**config.mk**
```make
export PLATFORM = sky130hd
export DESIGN_NAME = lpm_violator_log_parser
export DESIGN_NICKNAME = d
export VERILOG_FILES = /design/src/sv/lvlp_pkg.sv /design/src/sv/lvlp_front.sv /design/src/sv/lvlp_queue.sv /design/src/sv/lvlp_back.sv /design/src/sv/lpm_violator_log_parser.sv
export SDC_FILE = /design/constraint.sdc
export NUM_CORES = 1
export LEC_CHECK = 0
export ABC_CLOCK_PERIOD_IN_PS = 9700
export BUFFER_PORTS_ARGS = -buffer_cell sky130_fd_sc_hd__buf_2
export CELL_PAD_IN_SITES_DETAIL_PLACEMENT = 0
export CELL_PAD_IN_SITES_GLOBAL_PLACEMENT = 1
export CORE_MARGIN = 4
export CORE_UTILIZATION = 35
export CTS_CLUSTER_DIAMETER = 80
export DETAILED_ROUTE_END_ITERATION = 7
export GPL_ROUTABILITY_DRIVEN = 0
export GPL_TIMING_DRIVEN = 0
export PLACE_DENSITY = 0.58
export SLEW_MARGIN = 25
export SYNTH_ARGS = -nofsm -noshare
export SYNTH_HDL_FRONTEND = slang
export SYNTH_SLANG_ARGS = --single-unit
```
**constraint.sdc**
```tcl
create_clock -name clk -period 9.7 [get_ports clk]
set_clock_uncertainty 0.1 [all_clocks]
set_input_delay 1.94 -clock clk [delete_from_list [all_inputs] [get_ports clk]]
set_output_delay 1.94 -clock clk [all_outputs]
set_load 0.02 [all_outputs]
```
**src/sv/lvlp_pkg.sv**
```systemverilog
package lvlp_pkg;

    // Log geometry
    localparam int NUM_DRVS  = 22;
    localparam int DRV_WORDS = (NUM_DRVS + 3) / 4;
    localparam int WIR_W     = $clog2(DRV_WORDS + 1);

    // Field widths
    localparam int WORD_W  = 32;
    localparam int MASK_W  = 22;
    localparam int BYTE_W  = 8;
    localparam int PER_W   = 16;

    // Queue between parser and output stage
    localparam int QUEUE_DEPTH = 4;
    localparam int QPTR_W      = $clog2(QUEUE_DEPTH);
    localparam int QCNT_W      = $clog2(QUEUE_DEPTH + 1);

    // Configuration
    localparam int PADDR_W            = 3;
    localparam int CLAIM_MIN_RESET    = 3;

    typedef enum logic [2:0] {
        PH_IDLE,
        PH_HDR2,
        PH_TS,
        PH_DRV
    } phase_t;

    typedef enum logic [1:0] {
        KIND_RECORD  = 2'd0,
        KIND_SUMMARY = 2'd1,
        KIND_NOLOG   = 2'd2
    } kind_t;

    typedef enum logic [1:0] {
        TRANS_NONE  = 2'd0,
        TRANS_ENTER = 2'd1,
        TRANS_EXIT  = 2'd2
    } trans_t;

    // What one queued entry expands to
    typedef enum logic [1:0] {
        OP_REC,
        OP_SUM,
        OP_REC_SUM,
        OP_NOLOG
    } op_t;

    typedef struct packed {
        op_t                op;
        logic [WORD_W-1:0]  ts;
        logic [MASK_W-1:0]  rec_mask;
        trans_t             trans;
        logic [BYTE_W-1:0]  count;
        logic [MASK_W-1:0]  blk;
        logic               ok;
        logic [BYTE_W-1:0]  mode;
        logic [PER_W-1:0]   period;
        logic [BYTE_W-1:0]  flush;
        logic [BYTE_W-1:0]  shift;
    } entry_t;

    typedef struct packed {
        logic full;
        logic empty;
    } qstat_t;

endpackage

```
**src/sv/lvlp_front.sv**
```systemverilog
// Word parser: walks the header and records, emits one queue entry per
// word that produces results.
module lvlp_front (
    input  logic                            clk,
    input  logic                            rst_n,
    input  logic                            accept,
    input  logic [lvlp_pkg::WORD_W-1:0]     log_word,
    input  logic                            log_start,
    input  logic [lvlp_pkg::BYTE_W-1:0]     claim_min,
    output logic                            push,
    output lvlp_pkg::entry_t                push_entry
);

    lvlp_pkg::phase_t                  phase_reg, phase_next;
    logic [lvlp_pkg::BYTE_W-1:0]       mode_reg, mode_next;
    logic [lvlp_pkg::BYTE_W-1:0]       limit_reg, limit_next;
    logic [lvlp_pkg::PER_W-1:0]        period_reg, period_next;
    logic [lvlp_pkg::BYTE_W-1:0]       shift_reg, shift_next;
    logic [lvlp_pkg::BYTE_W-1:0]       flush_reg, flush_next;
    logic [lvlp_pkg::BYTE_W-1:0]       records_reg, records_next;
    logic [lvlp_pkg::WIR_W-1:0]        wir_reg, wir_next;
    logic [lvlp_pkg::WORD_W-1:0]       ts_reg, ts_next;
    logic [lvlp_pkg::MASK_W-1:0]       cmask_reg, cmask_next;
    logic [lvlp_pkg::MASK_W-1:0]       always_reg, always_next;
    logic                              exit_reg, exit_next;

    logic [lvlp_pkg::MASK_W-1:0]       word_bits;
    logic [lvlp_pkg::MASK_W-1:0]       mask_acc;
    logic [lvlp_pkg::MASK_W-1:0]       always_acc;
    logic [lvlp_pkg::BYTE_W-1:0]       count_inc;
    logic                              rec_done;
    logic                              limit_hit;
    logic                              word_zero;
    logic [lvlp_pkg::WORD_W-1:0]       ts_shifted;
    logic                              sum_ok_now;
    logic                              sum_ok_inc;

    // Nonzero bytes of this DRV word, placed at their DRV positions
    always_comb
    begin
        word_bits = '0;
        for (int j = 0; j < lvlp_pkg::NUM_DRVS; j++)
        begin
            if ((lvlp_pkg::WIR_W'(j / 4) == wir_reg) &&
                (log_word[8*(j%4) +: 8] != 8'h00))
            begin
                word_bits[j] = 1'b1;
            end
        end
    end

    assign mask_acc   = cmask_reg | word_bits;
    assign always_acc = always_reg & mask_acc;
    assign count_inc  = records_reg + 8'd1;
    assign rec_done   = (wir_reg == lvlp_pkg::WIR_W'(lvlp_pkg::DRV_WORDS - 1));
    assign limit_hit  = (count_inc >= limit_reg);
    assign word_zero  = (log_word == '0);
    assign ts_shifted = (shift_reg >= 8'd32) ? '0 : (log_word << shift_reg[4:0]);
    assign sum_ok_now = (records_reg >= claim_min);
    assign sum_ok_inc = (count_inc >= claim_min);

    // Next parse phase
    always_comb
    begin
        phase_next = phase_reg;
        if (accept)
        begin
            if (log_start)
            begin
                phase_next = word_zero ? lvlp_pkg::PH_IDLE : lvlp_pkg::PH_HDR2;
            end
            else
            begin
                unique case (phase_reg)
                    lvlp_pkg::PH_IDLE: phase_next = lvlp_pkg::PH_IDLE;
                    lvlp_pkg::PH_HDR2:
                        phase_next = (word_zero || limit_reg == '0) ?
                                     lvlp_pkg::PH_IDLE : lvlp_pkg::PH_TS;
                    lvlp_pkg::PH_TS:
                        phase_next = word_zero ? lvlp_pkg::PH_IDLE : lvlp_pkg::PH_DRV;
                    lvlp_pkg::PH_DRV:
                        if (rec_done)
                        begin
                            phase_next = limit_hit ? lvlp_pkg::PH_IDLE : lvlp_pkg::PH_TS;
                        end
                    default: phase_next = lvlp_pkg::PH_IDLE;
                endcase
            end
        end
    end

    // Datapath updates and queue entry
    always_comb
    begin
        mode_next    = mode_reg;
        limit_next   = limit_reg;
        period_next  = period_reg;
        shift_next   = shift_reg;
        flush_next   = flush_reg;
        records_next = records_reg;
        wir_next     = wir_reg;
        ts_next      = ts_reg;
        cmask_next   = cmask_reg;
        always_next  = always_reg;
        exit_next    = exit_reg;
        push         = 1'b0;
        push_entry   = '0;
        push_entry.mode   = mode_reg;
        push_entry.period = period_reg;
        push_entry.flush  = flush_reg;
        push_entry.shift  = shift_reg;

        if (accept)
        begin
            if (log_start)
            begin
                records_next = '0;
                wir_next     = '0;
                ts_next      = '0;
                cmask_next   = '0;
                always_next  = '1;
                exit_next    = 1'b0;
                if (word_zero)
                begin
                    push       = 1'b1;
                    push_entry = '0;
                    push_entry.op = lvlp_pkg::OP_NOLOG;
                end
                else
                begin
                    mode_next  = log_word[7:0];
                    limit_next = log_word[15:8];
                end
            end
            else
            begin
                unique case (phase_reg)
                    lvlp_pkg::PH_IDLE:
                    begin
                    end
                    lvlp_pkg::PH_HDR2:
                    begin
                        if (word_zero || limit_reg == '0)
                        begin
                            push       = 1'b1;
                            push_entry = '0;
                            push_entry.op = lvlp_pkg::OP_NOLOG;
                        end
                        if (!word_zero)
                        begin
                            period_next = log_word[15:0];
                            shift_next  = log_word[23:16];
                            flush_next  = log_word[31:24];
                        end
                    end
                    lvlp_pkg::PH_TS:
                    begin
                        if (word_zero)
                        begin
                            push             = 1'b1;
                            push_entry.op    = lvlp_pkg::OP_SUM;
                            push_entry.count = records_reg;
                            push_entry.ok    = sum_ok_now;
                            push_entry.blk   = sum_ok_now ? always_reg : '0;
                        end
                        else
                        begin
                            ts_next    = ts_shifted;
                            cmask_next = '0;
                            wir_next   = '0;
                        end
                    end
                    lvlp_pkg::PH_DRV:
                    begin
                        cmask_next = mask_acc;
                        wir_next   = wir_reg + 1'b1;
                        if (rec_done)
                        begin
                            wir_next     = '0;
                            always_next  = always_acc;
                            records_next = count_inc;
                            push         = 1'b1;
                            push_entry.op       = limit_hit ? lvlp_pkg::OP_REC_SUM :
                                                              lvlp_pkg::OP_REC;
                            push_entry.ts       = ts_reg;
                            push_entry.rec_mask = mask_acc;
                            push_entry.trans    = lvlp_pkg::TRANS_NONE;
                            if (mask_acc == '0)
                            begin
                                push_entry.trans = exit_reg ? lvlp_pkg::TRANS_EXIT :
                                                              lvlp_pkg::TRANS_ENTER;
                                exit_next        = ~exit_reg;
                            end
                            push_entry.count = count_inc;
                            push_entry.ok    = sum_ok_inc;
                            push_entry.blk   = sum_ok_inc ? always_acc : '0;
                        end
                    end
                    default:
                    begin
                    end
                endcase
            end
        end
    end

    // Control state
    always_ff @(posedge clk or negedge rst_n)
    begin
        if (!rst_n)
        begin
            phase_reg   <= lvlp_pkg::PH_IDLE;
            records_reg <= '0;
            wir_reg     <= '0;
            always_reg  <= '1;
            exit_reg    <= 1'b0;
            limit_reg   <= '0;
        end
        else
        begin
            phase_reg   <= phase_next;
            records_reg <= records_next;
            wir_reg     <= wir_next;
            always_reg  <= always_next;
            exit_reg    <= exit_next;
            limit_reg   <= limit_next;
        end
    end

    // Header and record payload
    always_ff @(posedge clk or negedge rst_n)
    begin
        if (!rst_n)
        begin
            mode_reg   <= '0;
            period_reg <= '0;
            shift_reg  <= '0;
            flush_reg  <= '0;
            ts_reg     <= '0;
            cmask_reg  <= '0;
        end
        else
        begin
            mode_reg   <= mode_next;
            period_reg <= period_next;
            shift_reg  <= shift_next;
            flush_reg  <= flush_next;
            ts_reg     <= ts_next;
            cmask_reg  <= cmask_next;
        end
    end

endmodule

```
**src/sv/lvlp_queue.sv**
```systemverilog
// Small queue of parsed entries between parser and output stage.
module lvlp_queue (
    input  logic                  clk,
    input  logic                  rst_n,
    input  logic                  push,
    input  lvlp_pkg::entry_t      push_entry,
    input  logic                  pop,
    output lvlp_pkg::entry_t      head,
    output lvlp_pkg::qstat_t      stat
);

    lvlp_pkg::entry_t                 mem [lvlp_pkg::QUEUE_DEPTH];
    logic [lvlp_pkg::QPTR_W-1:0]      wptr_reg, wptr_next;
    logic [lvlp_pkg::QPTR_W-1:0]      rptr_reg, rptr_next;
    logic [lvlp_pkg::QCNT_W-1:0]      count_reg, count_next;

    assign stat.full  = (count_reg == lvlp_pkg::QCNT_W'(lvlp_pkg::QUEUE_DEPTH));
    assign stat.empty = (count_reg == '0);
    assign head       = mem[rptr_reg];

    // Pointer and fill updates
    always_comb
    begin
        wptr_next  = push ? wptr_reg + 1'b1 : wptr_reg;
        rptr_next  = pop ? rptr_reg + 1'b1 : rptr_reg;
        count_next = count_reg;
        if (push && !pop)
        begin
            count_next = count_reg + 1'b1;
        end
        else if (!push && pop)
        begin
            count_next = count_reg - 1'b1;
        end
    end

    always_ff @(posedge clk or negedge rst_n)
    begin
        if (!rst_n)
        begin
            wptr_reg  <= '0;
            rptr_reg  <= '0;
            count_reg <= '0;
        end
        else
        begin
            wptr_reg  <= wptr_next;
            rptr_reg  <= rptr_next;
            count_reg <= count_next;
        end
    end

    // Entry storage
    always_ff @(posedge clk)
    begin
        if (push)
        begin
            mem[wptr_reg] <= push_entry;
        end
    end

    // Checks
    a_no_overflow: assert property (@(posedge clk) disable iff (!rst_n)
        stat.full |-> !push || pop)
        else $error("queue written while full");

    a_no_underflow: assert property (@(posedge clk) disable iff (!rst_n)
        stat.empty |-> !pop)
        else $error("queue read while empty");

    a_count_tracks: assert property (@(posedge clk) disable iff (!rst_n)
        (push && !pop && !stat.full) |=> !stat.empty)
        else $error("queue lost an entry");

endmodule

```
**src/sv/lvlp_back.sv**
```systemverilog
// Output stage: expands queue entries into results, one per transfer.
module lvlp_back (
    input  logic                             clk,
    input  logic                             rst_n,
    input  lvlp_pkg::entry_t                 head,
    input  lvlp_pkg::qstat_t                 stat,
    output logic                             pop,
    output logic                             out_valid,
    input  logic                             out_ready,
    output logic [1:0]                       result_kind,
    output logic [lvlp_pkg::WORD_W-1:0]      record_timestamp,
    output logic [lvlp_pkg::MASK_W-1:0]      record_nonzero_mask,
    output logic [1:0]                       transition,
    output logic [lvlp_pkg::BYTE_W-1:0]      record_count,
    output logic [lvlp_pkg::MASK_W-1:0]      blocker_mask,
    output logic                             claim_ok,
    output logic [lvlp_pkg::BYTE_W-1:0]      mode_type,
    output logic [lvlp_pkg::PER_W-1:0]       sample_period_ms,
    output logic [lvlp_pkg::BYTE_W-1:0]      samples_per_record,
    output logic [lvlp_pkg::BYTE_W-1:0]      timestamp_shift,
    output logic                             last
);

    logic                            valid_reg, valid_next;
    logic                            second_reg, second_next;
    logic                            load;
    logic                            emit_sum;
    lvlp_pkg::kind_t                 kind_sel;

    lvlp_pkg::kind_t                 kind_reg;
    logic [lvlp_pkg::WORD_W-1:0]     ts_reg;
    logic [lvlp_pkg::MASK_W-1:0]     mask_reg;
    lvlp_pkg::trans_t                trans_reg;
    logic [lvlp_pkg::BYTE_W-1:0]     count_reg;
    logic [lvlp_pkg::MASK_W-1:0]     blk_reg;
    logic                            ok_reg;
    logic [lvlp_pkg::BYTE_W-1:0]     mode_reg;
    logic [lvlp_pkg::PER_W-1:0]      period_reg;
    logic [lvlp_pkg::BYTE_W-1:0]     flush_reg;
    logic [lvlp_pkg::BYTE_W-1:0]     shift_reg;
    logic                            last_reg;

    // Output register is free when empty or its result is being taken
    assign load = !valid_reg || out_ready;

    // Sequencing of one- and two-result entries
    always_comb
    begin
        valid_next  = valid_reg;
        second_next = second_reg;
        pop         = 1'b0;
        emit_sum    = 1'b0;
        kind_sel    = lvlp_pkg::KIND_RECORD;
        if (load)
        begin
            valid_next = !stat.empty;
            if (!stat.empty)
            begin
                unique case (head.op)
                    lvlp_pkg::OP_REC:
                    begin
                        pop = 1'b1;
                    end
                    lvlp_pkg::OP_SUM:
                    begin
                        pop      = 1'b1;
                        emit_sum = 1'b1;
                        kind_sel = lvlp_pkg::KIND_SUMMARY;
                    end
                    lvlp_pkg::OP_REC_SUM:
                    begin
                        if (second_reg)
                        begin
                            pop         = 1'b1;
                            emit_sum    = 1'b1;
                            kind_sel    = lvlp_pkg::KIND_SUMMARY;
                            second_next = 1'b0;
                        end
                        else
                        begin
                            second_next = 1'b1;
                        end
                    end
                    lvlp_pkg::OP_NOLOG:
                    begin
                        pop      = 1'b1;
                        kind_sel = lvlp_pkg::KIND_NOLOG;
                    end
                    default:
                    begin
                        pop = 1'b1;
                    end
                endcase
            end
        end
    end

    always_ff @(posedge clk or negedge rst_n)
    begin
        if (!rst_n)
        begin
            valid_reg  <= 1'b0;
            second_reg <= 1'b0;
        end
        else
        begin
            valid_reg  <= valid_next;
            second_reg <= second_next;
        end
    end

    // Result payload
    always_ff @(posedge clk)
    begin
        if (load && !stat.empty)
        begin
            kind_reg   <= kind_sel;
            mode_reg   <= head.mode;
            period_reg <= head.period;
            flush_reg  <= head.flush;
            shift_reg  <= head.shift;
            if (kind_sel == lvlp_pkg::KIND_RECORD)
            begin
                ts_reg    <= head.ts;
                mask_reg  <= head.rec_mask;
                trans_reg <= head.trans;
                count_reg <= '0;
                blk_reg   <= '0;
                ok_reg    <= 1'b0;
                last_reg  <= 1'b0;
            end
            else
            begin
                ts_reg    <= '0;
                mask_reg  <= '0;
                trans_reg <= lvlp_pkg::TRANS_NONE;
                count_reg <= emit_sum ? head.count : '0;
                blk_reg   <= emit_sum ? head.blk : '0;
                ok_reg    <= emit_sum ? head.ok : 1'b0;
                last_reg  <= 1'b1;
            end
        end
    end

    assign out_valid           = valid_reg;
    assign result_kind         = kind_reg;
    assign record_timestamp    = ts_reg;
    assign record_nonzero_mask = mask_reg;
    assign transition          = trans_reg;
    assign record_count        = count_reg;
    assign blocker_mask        = blk_reg;
    assign claim_ok            = ok_reg;
    assign mode_type           = mode_reg;
    assign sample_period_ms    = period_reg;
    assign samples_per_record  = flush_reg;
    assign timestamp_shift     = shift_reg;
    assign last                = last_reg;

endmodule

```
**src/sv/lpm_violator_log_parser.sv**
```systemverilog
// A word that produces results enters the queue at its transfer edge; its first result
//   is loaded into the output register once its entry heads the queue and the register is free.
// Throughput: one log word per cycle while the queue has room; a record reaching
//   the limit yields a record and a summary that hold the output register in turn.
// Reset: rst_n (async, active low) puts the parser idle, empties the queue and
//   output stage, and sets claim_min_records to 3.
module lpm_violator_log_parser (
    input  logic                                clk,
    input  logic                                rst_n,
    input  logic                                psel,
    input  logic                                penable,
    input  logic                                pwrite,
    input  logic [lvlp_pkg::PADDR_W-1:0]        paddr,
    input  logic [31:0]                         pwdata,
    output logic [31:0]                         prdata,
    output logic                                pready,
    input  logic                                in_valid,
    output logic                                in_ready,
    input  logic [lvlp_pkg::WORD_W-1:0]         log_word,
    input  logic                                log_start,
    output logic                                out_valid,
    input  logic                                out_ready,
    output logic [1:0]                          result_kind,
    output logic [lvlp_pkg::WORD_W-1:0]         record_timestamp,
    output logic [lvlp_pkg::MASK_W-1:0]         record_nonzero_mask,
    output logic [1:0]                          transition,
    output logic [lvlp_pkg::BYTE_W-1:0]         record_count,
    output logic [lvlp_pkg::MASK_W-1:0]         blocker_mask,
    output logic                                claim_ok,
    output logic [lvlp_pkg::BYTE_W-1:0]         mode_type,
    output logic [lvlp_pkg::PER_W-1:0]          sample_period_ms,
    output logic [lvlp_pkg::BYTE_W-1:0]         samples_per_record,
    output logic [lvlp_pkg::BYTE_W-1:0]         timestamp_shift,
    output logic                                last
);

    logic [lvlp_pkg::BYTE_W-1:0]  claim_min_reg, claim_min_next;
    logic                         claim_sel;
    logic                         accept;
    logic                         push;
    logic                         pop;
    lvlp_pkg::entry_t             push_entry;
    lvlp_pkg::entry_t             head;
    lvlp_pkg::qstat_t             stat;

    // Register file: claim_min_records at byte address 0
    assign pready    = 1'b1;
    assign claim_sel = (paddr[2] == 1'b0);
    assign prdata    = claim_sel ? {24'h0, claim_min_reg} : 32'h0;

    always_comb
    begin
        claim_min_next = claim_min_reg;
        if (psel && penable && pwrite && claim_sel)
        begin
            claim_min_next = pwdata[7:0];
        end
    end

    always_ff @(posedge clk or negedge rst_n)
    begin
        if (!rst_n)
        begin
            claim_min_reg <= lvlp_pkg::BYTE_W'(lvlp_pkg::CLAIM_MIN_RESET);
        end
        else
        begin
            claim_min_reg <= claim_min_next;
        end
    end

    // Input transfer whenever the queue has room
    assign in_ready = !stat.full;
    assign accept   = in_valid && in_ready;

    lvlp_front u_front (
        .clk        (clk),
        .rst_n      (rst_n),
        .accept     (accept),
        .log_word   (log_word),
        .log_start  (log_start),
        .claim_min  (claim_min_reg),
        .push       (push),
        .push_entry (push_entry)
    );

    lvlp_queue u_queue (
        .clk        (clk),
        .rst_n      (rst_n),
        .push       (push),
        .push_entry (push_entry),
        .pop        (pop),
        .head       (head),
        .stat       (stat)
    );

    lvlp_back u_back (
        .clk                 (clk),
        .rst_n               (rst_n),
        .head                (head),
        .stat                (stat),
        .pop                 (pop),
        .out_valid           (out_valid),
        .out_ready           (out_ready),
        .result_kind         (result_kind),
        .record_timestamp    (record_timestamp),
        .record_nonzero_mask (record_nonzero_mask),
        .transition          (transition),
        .record_count        (record_count),
        .blocker_mask        (blocker_mask),
        .claim_ok            (claim_ok),
        .mode_type           (mode_type),
        .sample_period_ms    (sample_period_ms),
        .samples_per_record  (samples_per_record),
        .timestamp_shift     (timestamp_shift),
        .last                (last)
    );

endmodule
```
# After elaboration in Yosys (flattened, before gate mapping)
# Memory sizes are Yosys's and may differ from the RTL's.
# Index checks and enable logic that the tools add are counted.
classes:
  add_sub_neg: 6
  n_eq_ne: 16
  muxes: 90
  shifts: 1
  n_reduce_logical: 63
  bitwise: 8
  div: 0
  n_mul: 0
  n_lt_le_gt_ge: 4
op_table:
  columns: ["op", "n"]
  rows:
  - ["129-bit two-way mux", 4]
  - ["22-bit two-way mux", 7]
  - ["32-bit two-way mux", 4]
  - ["56-bit case mux with 2 select lines", 1]
  - ["31-bit case mux with 3 select lines", 1]
  - ["89-bit two-way mux", 1]
  - ["22-bit case mux with 2 select lines", 1]
  - ["1-bit two-way mux", 43]
  - ["40-bit two-way mux", 1]
  - ["32-bit logical NOT", 1]
  - ["8-bit two-way mux", 4]
  - ["8-bit nonzero test", 4]
  - ["32-bit by 5-bit << shifter with 32-bit output", 1]
  - ["31-bit two-way mux", 1]
  - ["1-bit logical AND", 29]
  - ["8-bit >= comparator", 3]
  - ["22-bit bitwise AND", 1]
  - ["22-bit logical NOT", 1]
  - ["22-bit bitwise OR", 1]
  - ["3-bit two-way mux", 7]
  - ["2-bit two-way mux", 8]
  - ["3-bit AND reduction", 5]
  - ["2-bit case mux with 3 select lines", 2]
  - ["2-bit nonzero test", 5]
  - ["other kinds (31)", 52]
totals:
  ramBits: 516
  latch_bits: 0
  memories: 1
  out_inout_bits: 165
  regBits: 286
  mem_bits_ro: 0
mem_list:
  columns: ["name", "depth", "width", "rd", "rd_clocked_by_memory_dff", "wr", "line", "source"]
  rows:
  - ["u_queue.mem", 4, 129, 1, 0, 1, "lvlp_queue.sv:12", "lvlp_pkg::entry_t mem [lvlp_pkg::QUEUE_DEPTH];"]

# Logic depth before layout (Yosys ltp)
# Gate-level depths: netlist (run 1).
depth:
  ltp_word: 10
  depth_mapped: 13
  ltp_nobuf: 12

# Modules after synthesis
# Synthesis (run 1) repeated with hierarchy kept, for this count alone.
unflattened:
  cells_unflattened: 2028
  area_unflattened_um2: 33348.2
modules_own_cells:
  columns: ["mod", "instances", "cells_each", "area_each_um2"]
  rows:
  - ["lvlp_queue", 1, 708, 19004.5]
  - ["lvlp_front", 1, 1011, 8817.2]
  - ["lvlp_back", 1, 255, 4934.7]
  - ["lpm_violator_log_parser", 1, 54, 591.8]

# Least setup slack after synthesis (run 1)
# OpenSTA, ideal clock, no wires.
synth_timing:
  path_kind: "input-to-reg"
  startpoint: "input out_ready"
  endpoint: "register u_back.blk_reg (netlist bit u_back.blocker_mask[0]), data pin"
  path_buffers: 1
  path_slack_ns: -0.613
  setup_time_ns: 0.142
  cell_stages: 5
  required_ns: 9.458
  t_arrival_ns: 10.072
  path_cell_list: "inv_1 a21oi_1 o2111ai_1 clkbuf_1 nor2b_1"
synth_between:
  elab_chain_len: 4
  word_cells_on_any_way: 6
synth_lines:
  columns: ["element", "line", "source"]
  rows:
  - ["start, declared", "lpm_violator_log_parser.sv:22", "input logic out_ready,"]
  - ["1-bit logical OR *", "lvlp_back.sv:44", "assign load = !valid_reg || out_ready;"]
  - ["2-bit two-way mux or 1-bit two-way mux (tied branches)", "lvlp_back.sv:54", "if (load)"]
  - ["2-bit logical NOT or 1-bit inverter (tied branches)", null, null]
  - ["2-bit OR reduction (no line) *", null, null]
  - ["end signal, assigned", "lvlp_back.sv:138", "blk_reg <= emit_sum ? head.blk : '0;"]
  - ["end, declared", "lvlp_back.sv:35", "logic [lvlp_pkg::MASK_W-1:0] blk_reg;"]
# Every way passes the cells marked *; elsewhere a longest branch is shown, timed or not.
# A chain may end at the register's enable or synchronous reset.

# Final worst setup path (run 1)
layout_timing:
  startpoint: "input log_word[21] (netlist name)"
  endpoint: "memory u_queue.mem[0][108] (netlist name), enable pin"
layout_between:
  elab_chain_len: 8
  word_cells_on_any_way: 9
layout_lines:
  columns: ["element", "line", "source"]
  rows:
  - ["start, declared", "lpm_violator_log_parser.sv:19", "input logic [lvlp_pkg::WORD_W-1:0] log_word,"]
  - ["32-bit logical NOT *", "lvlp_front.sv:57", "assign word_zero = (log_word == '0);"]
  - ["1-bit logical OR", "lvlp_front.sv:143", "if (word_zero || limit_reg == '0)"]
  - ["1-bit two-way mux", "lvlp_front.sv:143", null]
  - ["1-bit case mux with 3 select lines", "lvlp_front.sv:137", "unique case (phase_reg)"]
  - ["1-bit two-way mux *", "lvlp_front.sv:115", "if (log_start)"]
  - ["1-bit two-way mux *", "lvlp_front.sv:113", "if (accept)"]
  - ["via push", "lpm_violator_log_parser.sv:40", "logic push;"]
  - ["1-bit two-way mux *", "lvlp_queue.sv:56", "if (push)"]
  - ["1-bit two-way mux (not written as such) *", "lvlp_queue.sv:58", "mem[wptr_reg] <= push_entry;"]
  - ["end, declared", "lvlp_queue.sv:12", null]
# The timed path passes the listed nets; every way through them passes the cells marked *.

==> flow_metrics.tcl, run 1 <==
set metrics [dict create \
    ant_nets 0 \
    cp_max_fo 31 \
    synth_area_leaders "edfxtp_1 (59%), dfrtp_1 (9.9%), mux4_2 (9.5%), nor2b_1 (2.5%), mux2_2 (2.2%)" \
    final_cell_area_um2 39200 \
    power_density_nw_per_um2 291 \
    rows 112 \
    h-tree-depth 3 \
    setup_violations 0 \
    grt_max_degree 76 \
    cts_buffer_depth 3 \
    crit_path_start_kind "input pin" \
    finalCritPeriodShare 0.553 \
    cts-root-buf "clkbuf_16" \
    synth-xor-area-share 0.00345 \
    antenna_found_initial 4 \
    setup_slack_ns 4.34 \
    fmax_mhz 186 \
    grt_pass1_vias 18987 \
    num_antenna_cells 0 \
    die_area_um2 99200 \
    vias 17903 \
    synth_most_common_cell "edfxtp_1" \
    synth_flop_cell "edfxtp_1" \
    p_leak_nw 14.5 \
    relSlewSlack 0.383 \
    syn_area_um2 33000 \
    synth_common_cells "edfxtp_1 (646), mux4_2 (139), dfrtp_1 (131), nor2b_1 (131), nand2_1 (120)" \
    cts_buffers 88 \
    port_buffers 186 \
    drtIter0Drc 1330 \
    synth-edff-count 646 \
    fin_util 0.419 \
    wl_per_cell_um 22.4 \
    detail_route.wirelength_mm 80.9 \
    cts_resized 0 \
    pre_cts_ws_ns 3.62 \
    initial_utilization 0.353 \
    grt_pass1_wl_mm 123 \
    dr.pass1.iters 5 \
    grtUsageTotal 0.165 \
    ios 240 \
    worst_slew_pin_slew_ns 0.926 \
    die_w_um 315 \
    status "finished, final reports clean" \
    synth_fa_ha_area_frac 0.0139 \
    synth_compound_area_frac 0.0461 \
    syn_to_final_growth_pct 18.8 \
    synth.avg_cell_area_um2 16.8 \
    yosys.area.top_type_share 0.588 \
    clkTransAtPathRegs_ns 0.06 \
    cts-hold-fix-buffers 0 \
    worst_setup_path_end_kind "register" \
    rsz0062_at_grt "false" \
    min_path_type "reg -> reg" \
    viasPerCell 4.96 \
    drive_gt1_frac 0.268 \
    grt_overflow_total 0 \
    synth-simple-area-share 0.0704 \
    post-route-min-period_ns 5.36 \
    cts_tree "built" \
    die_y_um 315 \
    ys_seq_area_frac 0.707 \
    crit_type "in -> reg" \
    synthCells 1961 \
    dpl_cell_area_um2 36200 \
    vdd_drop_max_mv 0.131 \
    cts_setup_buffers 0 \
    drc 0 \
    cts_sinks 801 \
    core_region_area_um2 93500 \
    largest_register_ffs 516 \
    ys_types 70 \
    ys_ff_latch 801 \
    synth_top_family_by_area "multiplexers" \
    async_flop_share 0.194 \
    nets 2396 \
    dp_hpwl_mm 56.2 \
    cap_violations 0 \
    hold_violations 0 \
    required_ns 9.93 \
    synthMuxAreaShare 0.135 \
    worstSkewPairLatency_ns 0.65 \
    synth_area_leader_cell "edfxtp_1" \
    slew_viol_final 0 \
    synth_warnings 0 \
    arrival_ns 5.60 \
]
kinds of logic (layout without fill, tap and decap cells):
family                   after synthesis  count (layout)
flip-flops                           801             801
AND/OR/NAND/NOR                      442             442
multiplexers                         252             252
AO/OA/AOI/OAI                        232             232
buffers and inverters                183             558
adder cells (fa/ha/maj)               36              36
XOR/XNOR                              13              13
other                                  2              25
worst max-delay path, stage by stage:
cell and delay (ns):
buf_2 0.14, nor4_1 0.38, nand2_1 0.38, or4_4 0.52, buf_6 0.16, nor3_4 0.45
inv_4 0.10, a31oi_4 0.35, and2_4 0.36, buf_12 0.25, buf_12 0.25, buf_12 0.23
cells in the final DEF, fill, tap and decap left out, types with 22 or more instances in the layout:
master       n
edfxtp_1   646
buf_2      197
mux4_2     139
nor2b_1    131
dfrtp_1    131
nand2_1    120
clkbuf_1    99
clkbuf_16   89
nor2_1      80
mux2_2      65
o21ai_0     60
inv_1       52
a21oi_1     46
and2_1      43
mux2i_1     41
ha_1        35
o21a_1      27
buf_4       25
conb_1      25
a22o_1      24
dfstp_2     24
o31ai_1     22
worst paths after layout:
| check | from | endpoint | slack, ns | cells after the start |
|---|---|---|---|---|
| min reg2reg | u_front.ts_reg[4] | u_front.ts_reg[4] | 0.37 | 2 |
| max in group asynchronous | rst_n | u_front.ts_reg[3] | 7.49 | 3 |
| max | log_word[21] | u_queue.mem[0][108] | 4.34 | 12 |
| max reg2reg | u_queue.rptr_reg[0] | u_back.claim_ok | 5.44 | 11 |
| min | u_front.ts_reg[4] | u_front.ts_reg[4] | 0.37 | 2 |
| min in group asynchronous | rst_n | claim_min_reg[5] | 1.01 | 1 |
where the power goes:
group,leakage [nW],internal [mW],switching [mW]
logic,4.92,1.32,2.02
clock network,1.44,2.03,1.36
registers,8.11,4.46,0.195
total,14.5,7.81,3.57
area by class of cell:
class	instances	area, um2
plain buffers	129	622
clock buffers	124	2470
clock inverters	40	495
fillers	8507	54300
inverters	54	205
multi-input cells	1000	8970
flip-flops and latches	801	23300
well taps	1254	1570
repair buffers	211	1540
stage by stage:
stage | power [mW] | hold slack [ns] | cells | TNS, ns
floorplan | 6.93 | 0.335 | 1984 | 0
global placement | 8.08 | 0.360 | 3424 | -728.07
detailed placement | 8.14 | 0.363 | 3449 | 0
CTS | 11.6 | 0.376 | 3613 | 0
global route | 12.0 | 0.395 | 3613 | 0
finish | 11.4 | 0.368 | 3613 | 0
layer usage:
metal  GRT usage  share of wire  vias up  wire length (um)
met1       0.227           0.45     9222             36100
li1            -              -     8107                 -
met4      0.0498          0.023        2              1830
met2       0.271           0.48      466             39200
met3      0.0262          0.048      106              3840
met5           0        0.00017        -                14
(Power assumes the default switching activity.)
==> run 2: changes to the inputs <==
--- a/config.mk
+++ b/config.mk
@@ -5,7 +5,7 @@
 export SDC_FILE = /design/constraint.sdc
 export NUM_CORES = 1
 export LEC_CHECK = 0
-export ABC_CLOCK_PERIOD_IN_PS = 9700
+export ABC_CLOCK_PERIOD_IN_PS = 4300
 export BUFFER_PORTS_ARGS = -buffer_cell sky130_fd_sc_hd__buf_2
 export CELL_PAD_IN_SITES_DETAIL_PLACEMENT = 0
 export CELL_PAD_IN_SITES_GLOBAL_PLACEMENT = 1
@@ -15,7 +15,7 @@
 export DETAILED_ROUTE_END_ITERATION = 7
 export GPL_ROUTABILITY_DRIVEN = 0
 export GPL_TIMING_DRIVEN = 0
-export PLACE_DENSITY = 0.58
+export PLACE_DENSITY = 0.6
 export SLEW_MARGIN = 25
 export SYNTH_ARGS = -nofsm -noshare
 export SYNTH_HDL_FRONTEND = slang
==> constraint.sdc (replaced) <==
create_clock -name clk -period 4.3 [get_ports clk]
set_clock_uncertainty 0.1 [all_clocks]
set_input_delay 0.86 -clock clk [delete_from_list [all_inputs] [get_ports clk]]
set_output_delay 0.86 -clock clk [all_outputs]
set_load 0.02 [all_outputs]
==> run 2 against run 1 <==
Compared with the run above: via count rose by 0.76%; sequential power grew 130%; die area unchanged; critical path type unchanged; critical endpoint is now u_queue.mem[2][110]; largest cell class unchanged; largest power group unchanged.
==> flow_metrics.tcl, run 2 (synthesized netlist as in run 1, its figures left out) <==
set metrics [dict create \
    slew_viol_final 0 \
    use_met3 0.0248 \
    syn_to_final_growth_pct 18.8 \
    die_y_um 315 \
    rsz0062_at_grt "false" \
    cts_tree "built" \
    h-tree-depth 3 \
    setup_violations 0 \
    cp_max_fo 39 \
    relSlewSlack 0.336 \
    antenna_found_initial 2 \
    layout_commonest_cell "edfxtp_1" \
    drtIter0Drc 1283 \
    globalRouteMet1Util 0.226 \
    worstSkewPairLatency_ns 0.65 \
    cap_violations 0 \
    vdd_drop_max_mv 0.310 \
    ios 240 \
    initial_utilization 0.353 \
    ant_nets 0 \
    crit_type "in -> reg" \
    worst_setup_path_end_kind "register" \
    cts_sinks 801 \
    required_ns 4.53 \
    cts-root-buf "clkbuf_16" \
    finalCritPeriodShare 0.933 \
    cts_buffer_depth 3 \
    status "finished, final reports clean" \
    dp_hpwl_mm 55.2 \
    power_density_nw_per_um2 654 \
    gr-max-usage-layer "met2" \
    grtUsageTotal 0.164 \
    arrival_ns 4.24 \
    grt_overflow_total 0 \
    fin_util 0.419 \
    detail_route.wirelength_mm 80.3 \
    crit_path_start_kind "input pin" \
    dr.pass1.iters 5 \
    cts-hold-fix-buffers 0 \
    fill_cells 8417 \
    mostFrequentLayoutCells "edfxtp_1 (646), buf_2 (194), mux4_2 (139), nor2b_1 (131), dfrtp_1 (131)" \
    drive_gt1_frac 0.272 \
    die_w_um 315 \
    met2_usage 0.270 \
    die_area_um2 99200 \
    nets 2395 \
    seqCellArea_um2 23300 \
    post-route-min-period_ns 4.01 \
    largest_register_ffs 516 \
    p_leak_nw 14.5 \
    port_buffers 186 \
    viasPerCell 4.99 \
    worst_slew_pin_slew_ns 0.990 \
    grt_pass1_vias 18956 \
    cts_buffers 87 \
    total_power_mw 25.6 \
    multi_input_comb_area_um2 8980 \
    hold_violations 0 \
    grt_pass1_wl_mm 122 \
    grt_max_degree 79 \
    rows 112 \
    wl_per_cell_um 22.2 \
    min_path_type "in -> async" \
    fmax_mhz 249 \
    clkTransAtPathRegs_ns 0.06 \
    core_region_area_um2 93500 \
    vias 18039 \
    drc 0 \
]
run 2: changes by cell type in the layout (fill, tap and decap cells not counted), moves of 6 or more:
cell,previous run,this run
buf_12,12,0
buf_16,13,20
clkinv_1,13,19
clkbuf_8,11,3
clkbuf_1,99,87
clkbuf_2,5,13
run 2: critical path, stage by stage:
cell	delay, ns
buf_2	0.13
nor4_1	0.40
nand2_2	0.30
or4_4	0.55
buf_6	0.16
nor3_4	0.29
inv_4	0.08
a31oi_4	0.33
and2_4	0.48
buf_16	0.31
buf_16	0.29
run 2: area by class of cell:
class | instances | area share
tap | 1254 | 0.0401
clock inverter | 55 | 0.0162
multi-input combinational | 1000 | 0.229
sequential | 801 | 0.595
antenna | 2 | 0.000128
clock buffer | 108 | 0.0584
inverter | 54 | 0.00543
buffer | 129 | 0.0161
timing repair buffer | 211 | 0.0395
run 2: power breakdown:
| part | leakage, nW | total (mW) | internal, mW | switching (mW) |
|---|---|---|---|---|
| Clock | 1.41 | 7.55 | 4.44 | 3.12 |
| Sequential | 8.11 | 10.5 | 10.1 | 0.436 |
| Combinational | 4.95 | 7.57 | 3.02 | 4.55 |
run 2: metrics by stage:
stage	cell area, um2	TNS [ns]	setup WS (ns)	hold WS, ns	cells
2_1_floorplan	33100	-224.28	-0.430	0.335	1984
3_3_place_gp	35600	-1869.79	-3.33	0.360	3424
3_5_place_dp	36200	-258.71	-0.720	0.366	3446
4_1_cts	39100	0	0.0808	0.101	3609
5_1_grt	39200	0	0.0641	0.136	3613
6_report	39200	0	0.289	0.112	3614
run 2: path summary, 6_finish.rpt:
check / startpoint / to / slack, ns / cells past startpoint
max: log_word[25] / u_queue.mem[2][110] / 0.29 / 11
max in group asynchronous: rst_n / u_front.flush_reg[6] / 3.05 / 2
min in group clk: pwdata[3] / claim_min_reg[3] / 0.34 / 2
min: rst_n / u_front.cmask_reg[6] / 0.11 / 1
min reg2reg: u_front.cmask_reg[8] / u_front.cmask_reg[8] / 0.38 / 2
max reg2reg: u_queue.rptr_reg[0] / u_back.claim_ok / 0.34 / 11
run 2: repair_timing:
action,4_1_cts,5_1_grt
resized for setup,1,1
endpoints found under the setup margin,40,182
buffers inserted,0,2
pin swaps,1,1
hold endpoints to repair,0,0
run 2: layer usage:
layer  up-vias  share of wire  wire (um)
met5         -              0          0
met4         0          0.021       1690
met3       104          0.046       3690
met2       448           0.49      39300
met1      9366           0.44      35700
li1       8121              -          -
